**config.mk**
```make
export PLATFORM = sky130hd
export DESIGN_NAME = aabb_collision_proxy_fit_top
export DESIGN_NICKNAME = d
export VERILOG_FILES = /design/src/rtl/aabb_pkg.sv /design/src/rtl/aabb_accum.sv /design/src/rtl/aabb_emit.sv /design/src/rtl/aabb_collision_proxy_fit_top.sv
export SDC_FILE = /design/constraint.sdc
export NUM_CORES = 2
export LEC_CHECK = 0
export BUFFER_PORTS_ARGS = -buffer_cell sky130_fd_sc_hd__buf_2
export CORE_ASPECT_RATIO = 1.2
export CORE_MARGIN = 1
export CORE_UTILIZATION = 40
export CTS_BUF_LIST = sky130_fd_sc_hd__clkbuf_4 sky130_fd_sc_hd__clkbuf_8
export DETAILED_ROUTE_END_ITERATION = 10
export SLEW_MARGIN = 0
export SYNTH_ARGS = -nofsm -noshare
export SYNTH_HDL_FRONTEND = slang
export SYNTH_SLANG_ARGS = --single-unit
```
**constraint.sdc**
```tcl
create_clock -name clk -period 31.6 [get_ports clk]
set_clock_uncertainty 0.2 [all_clocks]
set_input_delay 6.32 -clock clk [delete_from_list [all_inputs] [get_ports clk]]
set_output_delay 6.32 -clock clk [all_outputs]
set_load 0.1 [all_outputs]
```
**src/rtl/aabb_pkg.sv**
```systemverilog
// ----------------------------------------------------------------------------
// aabb_pkg: shared types and constants of the bounding box proxy fitter
// Vertex extremes record, proxy kind codes and count limits.
// ----------------------------------------------------------------------------
package aabb_pkg;

  // saturating vertex counter
  localparam int unsigned CountW = 17;
  localparam logic [CountW-1:0] COUNT_MAX = {CountW{1'b1}};

  // configuration register
  localparam int unsigned LimitW = 16;
  localparam logic [LimitW-1:0] LIMIT_RESET = 16'd500;

  // extremes at the start of a mesh
  localparam logic signed [31:0] COORD_POS_MAX = 32'sh7FFF_FFFF;
  localparam logic signed [31:0] COORD_NEG_MAX = 32'sh8000_0000;

  // proxy kinds as they appear on proxy_kind
  typedef enum logic [1:0] {
    KIND_MESH = 2'd0,
    KIND_CAPS = 2'd1,
    KIND_BOX  = 2'd2
  } proxy_kind_t;

  // final extremes of one mesh, handed from accumulator to emitter
  typedef struct packed {
    logic signed [31:0] lo_x;
    logic signed [31:0] hi_x;
    logic signed [31:0] lo_y;
    logic signed [31:0] hi_y;
    logic signed [31:0] lo_z;
    logic signed [31:0] hi_z;
    logic               force_mesh;
  } aabb_box_t;

endpackage

```
**src/rtl/aabb_accum.sv**
```systemverilog
// ----------------------------------------------------------------------------
// aabb_accum: running per-axis extremes and vertex count
// Folds one vertex per cycle into the extremes unless stalled; on the last
// vertex the final box is latched for the emitter and running state restarts.
// ----------------------------------------------------------------------------
module aabb_accum (
  input  logic                          clk,
  input  logic                          rst,
  input  logic                          vertex_valid,
  output logic                          vertex_stall,
  input  logic signed [31:0]            coord_x,
  input  logic signed [31:0]            coord_y,
  input  logic signed [31:0]            coord_z,
  input  logic                          mesh_static,
  input  logic                          last_vertex,
  input  logic [aabb_pkg::LimitW-1:0]   limit,
  input  logic                          busy,
  output logic                          snap_valid,
  output aabb_pkg::aabb_box_t           snap
);
  import aabb_pkg::*;

  logic signed [31:0] lo_x, hi_x, lo_y, hi_y, lo_z, hi_z;
  logic [CountW-1:0]  count;

  logic signed [31:0] lo_x_next, hi_x_next, lo_y_next, hi_y_next, lo_z_next, hi_z_next;
  logic [CountW-1:0]  count_next;
  logic               accept;
  logic               over_limit;

  // a last vertex waits until the previous mesh's results are out
  assign vertex_stall = busy && last_vertex;
  assign accept       = vertex_valid && !vertex_stall;

  // fold the vertex into the extremes
  always_comb begin
    lo_x_next  = (coord_x < lo_x) ? coord_x : lo_x;
    hi_x_next  = (coord_x > hi_x) ? coord_x : hi_x;
    lo_y_next  = (coord_y < lo_y) ? coord_y : lo_y;
    hi_y_next  = (coord_y > hi_y) ? coord_y : hi_y;
    lo_z_next  = (coord_z < lo_z) ? coord_z : lo_z;
    hi_z_next  = (coord_z > hi_z) ? coord_z : hi_z;
    count_next = (count == COUNT_MAX) ? count : count + 1'b1;
    over_limit = count_next > {{(CountW-LimitW){1'b0}}, limit};
  end

  // running state; restarts after a last vertex
  always_ff @(posedge clk) begin
    if (rst) begin
      lo_x  <= COORD_POS_MAX;
      hi_x  <= COORD_NEG_MAX;
      lo_y  <= COORD_POS_MAX;
      hi_y  <= COORD_NEG_MAX;
      lo_z  <= COORD_POS_MAX;
      hi_z  <= COORD_NEG_MAX;
      count <= '0;
    end else if (accept) begin
      if (last_vertex) begin
        lo_x  <= COORD_POS_MAX;
        hi_x  <= COORD_NEG_MAX;
        lo_y  <= COORD_POS_MAX;
        hi_y  <= COORD_NEG_MAX;
        lo_z  <= COORD_POS_MAX;
        hi_z  <= COORD_NEG_MAX;
        count <= '0;
      end else begin
        lo_x  <= lo_x_next;
        hi_x  <= hi_x_next;
        lo_y  <= lo_y_next;
        hi_y  <= hi_y_next;
        lo_z  <= lo_z_next;
        hi_z  <= hi_z_next;
        count <= count_next;
      end
    end
  end

  // final box of the mesh, one-cycle strobe to the emitter
  always_ff @(posedge clk) begin
    if (rst) begin
      snap_valid <= 1'b0;
    end else begin
      snap_valid <= accept && last_vertex;
    end
  end

  always_ff @(posedge clk) begin
    if (accept && last_vertex) begin
      snap.lo_x       <= lo_x_next;
      snap.hi_x       <= hi_x_next;
      snap.lo_y       <= lo_y_next;
      snap.hi_y       <= hi_y_next;
      snap.lo_z       <= lo_z_next;
      snap.hi_z       <= hi_z_next;
      snap.force_mesh <= mesh_static || over_limit;
    end
  end

endmodule

```
**src/rtl/aabb_emit.sv**
```systemverilog
// ----------------------------------------------------------------------------
// aabb_emit: proxy decision and result sequencing
// Computes extents, picks mesh, capsule or box, then sends the results
// one per transfer through the output register.
// ----------------------------------------------------------------------------
module aabb_emit (
  input  logic                  clk,
  input  logic                  rst,
  input  logic                  snap_valid,
  input  aabb_pkg::aabb_box_t   snap,
  output logic                  busy,
  output logic                  result_valid,
  input  logic                  result_stall,
  output logic [1:0]            proxy_kind,
  output logic signed [31:0]    point_x,
  output logic signed [31:0]    point_y,
  output logic signed [31:0]    point_z,
  output logic [30:0]           radius,
  output logic                  last_result
);
  import aabb_pkg::*;

  typedef enum logic [3:0] {
    ST_IDLE = 4'b0001,
    ST_EXT  = 4'b0010,
    ST_DEC  = 4'b0100,
    ST_EMIT = 4'b1000
  } emit_state_t;

  emit_state_t state, state_next;

  // extents and centres
  logic [31:0]        ext_x, ext_y, ext_z;
  logic signed [31:0] cen_x, cen_z;
  // decision
  proxy_kind_t        kind;
  logic [30:0]        rad;
  logic signed [31:0] end_a_y, end_b_y;
  logic [2:0]         idx, last_idx;

  logic signed [32:0] sum_x, sum_z;
  logic [32:0]        dif_x, dif_y, dif_z;
  logic [31:0]        wmax;
  logic [33:0]        wmax3;
  logic               is_caps;
  proxy_kind_t        kind_next;
  logic               slot_free;
  logic               load;

  proxy_kind_t        o_kind;
  logic signed [31:0] o_x, o_y, o_z;
  logic [30:0]        o_rad;

  assign busy      = snap_valid || (state != ST_IDLE);
  assign slot_free = !result_valid || !result_stall;
  assign load      = (state == ST_EMIT) && slot_free;

  // extents and floored centres
  always_comb begin
    dif_x = {snap.hi_x[31], snap.hi_x} - {snap.lo_x[31], snap.lo_x};
    dif_y = {snap.hi_y[31], snap.hi_y} - {snap.lo_y[31], snap.lo_y};
    dif_z = {snap.hi_z[31], snap.hi_z} - {snap.lo_z[31], snap.lo_z};
    sum_x = {snap.lo_x[31], snap.lo_x} + {snap.hi_x[31], snap.hi_x};
    sum_z = {snap.lo_z[31], snap.lo_z} + {snap.hi_z[31], snap.hi_z};
  end

  // capsule test: height > 3 * wider extent, extent nonzero
  always_comb begin
    wmax    = (ext_x > ext_z) ? ext_x : ext_z;
    wmax3   = {1'b0, wmax, 1'b0} + {2'b00, wmax};
    is_caps = (wmax != '0) && ({2'b00, ext_y} > wmax3);
    if (snap.force_mesh) begin
      kind_next = KIND_MESH;
    end else if (is_caps) begin
      kind_next = KIND_CAPS;
    end else begin
      kind_next = KIND_BOX;
    end
  end

  // sequencer
  always_comb begin
    state_next = state;
    case (state)
      ST_IDLE: if (snap_valid) state_next = ST_EXT;
      ST_EXT:  state_next = ST_DEC;
      ST_DEC:  state_next = ST_EMIT;
      ST_EMIT: if (load && (idx == last_idx)) state_next = ST_IDLE;
      default: state_next = ST_IDLE;
    endcase
  end

  always_ff @(posedge clk) begin
    if (rst) begin
      state <= ST_IDLE;
    end else begin
      state <= state_next;
    end
  end

  always_ff @(posedge clk) begin
    if (state == ST_EXT) begin
      ext_x <= dif_x[31:0];
      ext_y <= dif_y[31:0];
      ext_z <= dif_z[31:0];
      cen_x <= sum_x[32:1];
      cen_z <= sum_z[32:1];
    end
    if (state == ST_DEC) begin
      kind    <= kind_next;
      rad     <= wmax[31:1];
      end_a_y <= snap.lo_y + $signed({1'b0, wmax[31:1]});
      end_b_y <= snap.hi_y - $signed({1'b0, wmax[31:1]});
      case (kind_next)
        KIND_MESH: last_idx <= 3'd0;
        KIND_CAPS: last_idx <= 3'd1;
        default:   last_idx <= 3'd7;
      endcase
    end
  end

  // result index within the mesh
  always_ff @(posedge clk) begin
    if (rst) begin
      idx <= '0;
    end else if (state == ST_DEC) begin
      idx <= '0;
    end else if (load) begin
      idx <= idx + 1'b1;
    end
  end

  // payload of the current result
  always_comb begin
    o_kind = kind;
    o_x    = '0;
    o_y    = '0;
    o_z    = '0;
    o_rad  = '0;
    case (kind)
      KIND_CAPS: begin
        o_x   = cen_x;
        o_y   = idx[0] ? end_b_y : end_a_y;
        o_z   = cen_z;
        o_rad = rad;
      end
      KIND_BOX: begin
        o_x = idx[0] ? snap.hi_x : snap.lo_x;
        o_y = idx[1] ? snap.hi_y : snap.lo_y;
        o_z = idx[2] ? snap.hi_z : snap.lo_z;
      end
      default: begin
        o_kind = KIND_MESH;
      end
    endcase
  end

  // output register
  always_ff @(posedge clk) begin
    if (rst) begin
      result_valid <= 1'b0;
    end else if (load) begin
      result_valid <= 1'b1;
    end else if (!result_stall) begin
      result_valid <= 1'b0;
    end
  end

  always_ff @(posedge clk) begin
    if (load) begin
      proxy_kind  <= o_kind;
      point_x     <= o_x;
      point_y     <= o_y;
      point_z     <= o_z;
      radius      <= o_rad;
      last_result <= (idx == last_idx);
    end
  end

  // a new box only arrives while the sequencer is idle
  a_snap_idle: assert property (@(posedge clk) disable iff (rst)
    snap_valid |-> (state == ST_IDLE))
    else $error("mesh box arrived while results still pending");

  // index never runs past the last result of the mesh
  a_idx_bound: assert property (@(posedge clk) disable iff (rst)
    (state == ST_EMIT) |-> (idx <= last_idx))
    else $error("result index past end of mesh");

  // triangle mesh is a single zero result
  a_mesh_zero: assert property (@(posedge clk) disable iff (rst)
    (result_valid && (proxy_kind == KIND_MESH)) |->
      (last_result && (point_x == '0) && (point_y == '0) && (point_z == '0)))
    else $error("triangle mesh result not a single zero item");

  // radius only carried by capsule results
  a_rad_caps: assert property (@(posedge clk) disable iff (rst)
    (result_valid && (proxy_kind != KIND_CAPS)) |-> (radius == '0))
    else $error("radius set on non-capsule result");

endmodule

```
**src/rtl/aabb_collision_proxy_fit_top.sv**
```systemverilog
// ----------------------------------------------------------------------------
// aabb_collision_proxy_fit_top: bounding box collision proxy fitter
// Vertex stream in, mesh, capsule or box proxy results out.
// ----------------------------------------------------------------------------
// Vertices are taken one per cycle unless stalled, each folded into six
// running extremes and a saturating count by a min and a max compare per
// axis. Only the vertex marked last produces results: its extremes are
// latched, the emitter registers extents and centres, then the proxy
// decision, and the proxy results leave through the output register at one
// per transfer (one for a triangle mesh, two for a capsule, eight box
// corners). Vertices of the next mesh keep flowing while those results
// drain; only a further last vertex is stalled until the previous mesh's
// final result sits in the output register.
// ----------------------------------------------------------------------------
module aabb_collision_proxy_fit_top (
  input  logic                clk,
  input  logic                rst,
  // configuration write
  input  logic                cfg_valid,
  output logic                cfg_ready,
  input  logic [15:0]         cfg_data,
  // vertex channel
  input  logic                vertex_valid,
  output logic                vertex_stall,
  input  logic signed [31:0]  coord_x,
  input  logic signed [31:0]  coord_y,
  input  logic signed [31:0]  coord_z,
  input  logic                mesh_static,
  input  logic                last_vertex,
  // result channel
  output logic                result_valid,
  input  logic                result_stall,
  output logic [1:0]          proxy_kind,
  output logic signed [31:0]  point_x,
  output logic signed [31:0]  point_y,
  output logic signed [31:0]  point_z,
  output logic [30:0]         radius,
  output logic                last_result
);
  import aabb_pkg::*;

  logic [LimitW-1:0] trimesh_vertex_limit;
  logic              busy;
  logic              snap_valid;
  aabb_box_t         snap;

  // triangle mesh vertex limit register
  assign cfg_ready = 1'b1;

  always_ff @(posedge clk) begin
    if (rst) begin
      trimesh_vertex_limit <= LIMIT_RESET;
    end else if (cfg_valid && cfg_ready) begin
      trimesh_vertex_limit <= cfg_data;
    end
  end

  aabb_accum u_accum (
    .clk          (clk),
    .rst          (rst),
    .vertex_valid (vertex_valid),
    .vertex_stall (vertex_stall),
    .coord_x      (coord_x),
    .coord_y      (coord_y),
    .coord_z      (coord_z),
    .mesh_static  (mesh_static),
    .last_vertex  (last_vertex),
    .limit        (trimesh_vertex_limit),
    .busy         (busy),
    .snap_valid   (snap_valid),
    .snap         (snap)
  );

  aabb_emit u_emit (
    .clk          (clk),
    .rst          (rst),
    .snap_valid   (snap_valid),
    .snap         (snap),
    .busy         (busy),
    .result_valid (result_valid),
    .result_stall (result_stall),
    .proxy_kind   (proxy_kind),
    .point_x      (point_x),
    .point_y      (point_y),
    .point_z      (point_z),
    .radius       (radius),
    .last_result  (last_result)
  );

endmodule

```
==> impl_metrics.csv <==
group,metric,value,unit
synthesis,ys_warn_count,0,
global_route,grt_usage,21.9,%
routing,drcViolationCount,0,
routing,ant_nets,0,
critical_path,crit_family,"buffers and inverters",
floorplanning,chipHeight,391,µm
synthesis,synth_seq_cells,815,
critical_path,slowest_delay,0.42,ns
routing,routed_wl,142000,µm
synthesis,syn-num-nets,5695,
synthesis,synth_top_family_by_area,"compound AO/OA/AOI/OAI gates",
critical_path,cp_max_fo,11,
critical_path,critPathKind,"input pin to output port",
place,dp_hpwl,105000,µm
clocking,cts_tree,"yes",
synthesis,syn-cell-area,0.0506,mm²
floorplanning,die_area,0.128,mm²
sta,hold_violations,0,
synthesis,synth_area_per_cell,10.0,µm²
critical_path,start_kind,"input pin",
critical_path,arrival,7.25,ns
sta,fin_crit,13.77,ns
floorplanning,num_rows,142,
critical_path,cp_common_cell,"buf_2",
sta,report.final.slew_viol_count,0,
sta,fmax,72.6,MHz
synthesis,synthCells,5033,
global_route,overflow,0,
sta,post-route-period-util,43.6,%
routing,first_pass_iters,5,
place,place.gp.congestion,0.897,
floorplanning,die_w,327,µm
min_path,hp-class,"register to register",
critical_path,crit_buf_inv,3,
critical_path,required,25.08,ns
global_route,grt_pass1_wl,216000,µm
place,dp_slack,17.84,ns
power_and_ir_drop,leakagePower,23.7,nW
synthesis,yosys.area_share.simple,11.4,%
clocking,clockBufferDepth,3,
global_route,first_global_vias,37274,
power_and_ir_drop,powerDensity,60.6,mW/mm²
clocking,cts-resized-gates,0,
synthesis,ys_seq_area_share,43.8,%
synthesis,synth_xor_area_share,3.97,%
global_route,grt_start_max_net_pins,161,
sta,worst_pin_slew,1.23,ns
clocking,cts_setup_buffers,0,
cells_and_area,drive_gt1_share,14.3,%
clocking,numCtsBuffers,143,
floorplanning,core,0.125,mm²
clocking,clk_pin_slew,0.06,ns
power_and_ir_drop,max-vdd-ir-drop,0.0451,mV
synthesis,async_flop_share,0,%
synthesis,synth-adder-area-share,13.6,%
routing,vias,38121,
routing,drtIter0Drc,2584,
clocking,ctsRootBufferMaster,"clkbuf_8",
synthesis,synth_edf_count,581,
synthesis,ys_types,96,
floorplanning,initial_core_util,40.4,%
clocking,clkLatencyLatePin,0.89,ns
global_route,antenna_found_initial,17,
critical_path,cpMaxStageDelayCell,"buf_2",
sta,setup_viol,0,
place,port_buffers,250,
synthesis,synthMuxAreaShare,4.70,%
sta,slew-limit-headroom,16.1,%
sta,tns,0,ns
clocking,htree_levels,4,
cells_and_area,nNetsFinal,5910,
run,max-cap-violations,0,
synthesis,synth_compound_area_share,17.4,%
floorplanning,io_pins,252,
sta,fin_ws,17.83,ns
sta,rsz0062_at_grt,"false",
critical_path,crit_chain,"buf_2 > o21ai_0 > inv_1 > buf_2",
routing,vias_per_cell,5.43,
cells_and_area,area_growth,11.9,%
status,status,"completed",
routing,wl_per_cell,20.3,µm
synthesis,synthFlopType,"edfxtp_1",
critical_path,critPathCaptureType,"output port",
clocking,postCtsHoldBufs,0,
clocking,clock_sinks,815,
## worst paths after layout
path / start / endpoint / slack [ns] / depth (start not counted)
min reg2reg: u_accum.hi_x[4]$_SDFFE_PP0P_ / u_accum.hi_x[4]$_SDFFE_PP0P_ / 0.26 / 1
max reg2reg: u_emit.ext_z[10]$_DFFE_PN_ / u_emit.last_idx[1]$_DFFE_PP_ / 23.08 / 30
min: u_accum.hi_x[4]$_SDFFE_PP0P_ / u_accum.hi_x[4]$_SDFFE_PP0P_ / 0.26 / 1
max: last_vertex / vertex_stall / 17.83 / 4
## metal layers
metal	global-route usage [%]	part of all wire, %
met5	0	0.069
met4	8.31	3.3
met3	3.76	5.7
met2	36.4	47
met1	28.3	44
## cells in the final DEF (no fill, tap or decap), types with 38 or more instances in the layout
master	count
nand2_1	298
a32o_1	63
nand2b_1	59
o21bai_1	38
a21o_1	182
mux2i_1	48
a22oi_1	112
nor2_1	431
dfxtp_1	231
nor3_1	89
o21ai_0	327
edfxtp_1	581
clkbuf_4	43
xnor2_1	153
nand3_1	46
nor2b_1	60
inv_1	473
ha_1	533
o211ai_1	46
a211oi_1	58
xor2_1	75
clkbuf_8	152
mux2_2	166
a21oi_1	247
and2_1	41
nand4_1	74
buf_2	250
## sequential cells by signal, indices dropped and copies added (netlist names), 3 cells and up
| register | cells |
|---|---|
| u_accum.snap | 193 |
| u_accum.hi_x | 32 |
| u_accum.hi_y | 32 |
| u_accum.hi_z | 32 |
| u_accum.lo_x | 32 |
| u_accum.lo_y | 32 |
| u_accum.lo_z | 32 |
| u_emit.cen_x | 32 |
| u_emit.cen_z | 32 |
| u_emit.end_a_y | 32 |
| u_emit.end_b_y | 32 |
| u_emit.ext_x | 32 |
| u_emit.ext_y | 32 |
| u_emit.ext_z | 32 |
| u_emit.point_x | 32 |
| u_emit.point_y | 32 |
| u_emit.point_z | 32 |
| u_emit.rad | 31 |
| u_emit.radius | 31 |
| u_accum.count | 17 |
| trimesh_vertex_limit | 16 |
| u_emit.state | 4 |
| u_emit.idx | 3 |
## layout make-up
| cell class | count | area (µm²) |
|---|---|---|
| fill | 11940 | 68500 |
| multi-input combinational | 3527 | 26000 |
| sequential | 815 | 22100 |
| clock buffer | 195 | 2410 |
| tap | 1656 | 2070 |
| inverter | 474 | 1780 |
| timing repair buffer | 287 | 1540 |
| clock inverter | 63 | 627 |
| antenna | 4 | 10.0 |
## worst register-to-register path, delay by kind of cell (launching register included)
family	cells	cell delay (ns)
adder cells (fa/ha/maj)	3	1.13
buffers and inverters	3	0.78
AO/OA/AOI/OAI	13	3.55
flip-flops	1	0.63
XOR/XNOR	1	0.10
multiplexers	1	0.17
AND/OR/NAND/NOR	9	1.72
## through the flow
stage	total power [mW]	hold WS, ns	instance area (µm²)	utilization (%)	std cells
floorplan	2.10	0.235	50600	-	5033
global placement	2.36	0.247	53500	42.8	6759
detailed placement	2.38	0.253	53500	42.8	6759
CTS	3.46	0.267	56600	45.2	7017
global route	3.62	0.277	56600	45.2	7021
finish	3.43	0.265	56600	45.2	7021
## logic make-up after synthesis
family          Yosys count
xor+xnor                229
simple gates           1224
other cells               1
fa+ha+maj               545
compound gates         1312
mux                     216
buf+inv                 691
flops                   815
## synthesized netlist by cell type (all sizes together), types with 76 or more instances
cell type | instances | area share, %
edfxtp | 581 | 35
ha | 535 | 13
inv | 474 | 3.5
nor2 | 435 | 3.2
o21ai | 334 | 3.3
nand2 | 301 | 2.2
a21oi | 253 | 2.5
dfxtp | 234 | 9.3
clkbuf | 186 | 1.4
a21o | 183 | 2.7
mux2 | 167 | 3.7
xnor2 | 153 | 2.7
a22oi | 112 | 1.7
nor3 | 92 | 0.91
nand4 | 76 | 0.98
xor2 | 76 | 1.3
## where the power goes
| group | switching, mW | internal (mW) |
|---|---|---|
| sequential | 0.0524 | 1.28 |
| combinational | 0.636 | 0.406 |
| clock | 0.469 | 0.589 |
(Power assumes the default switching activity.)
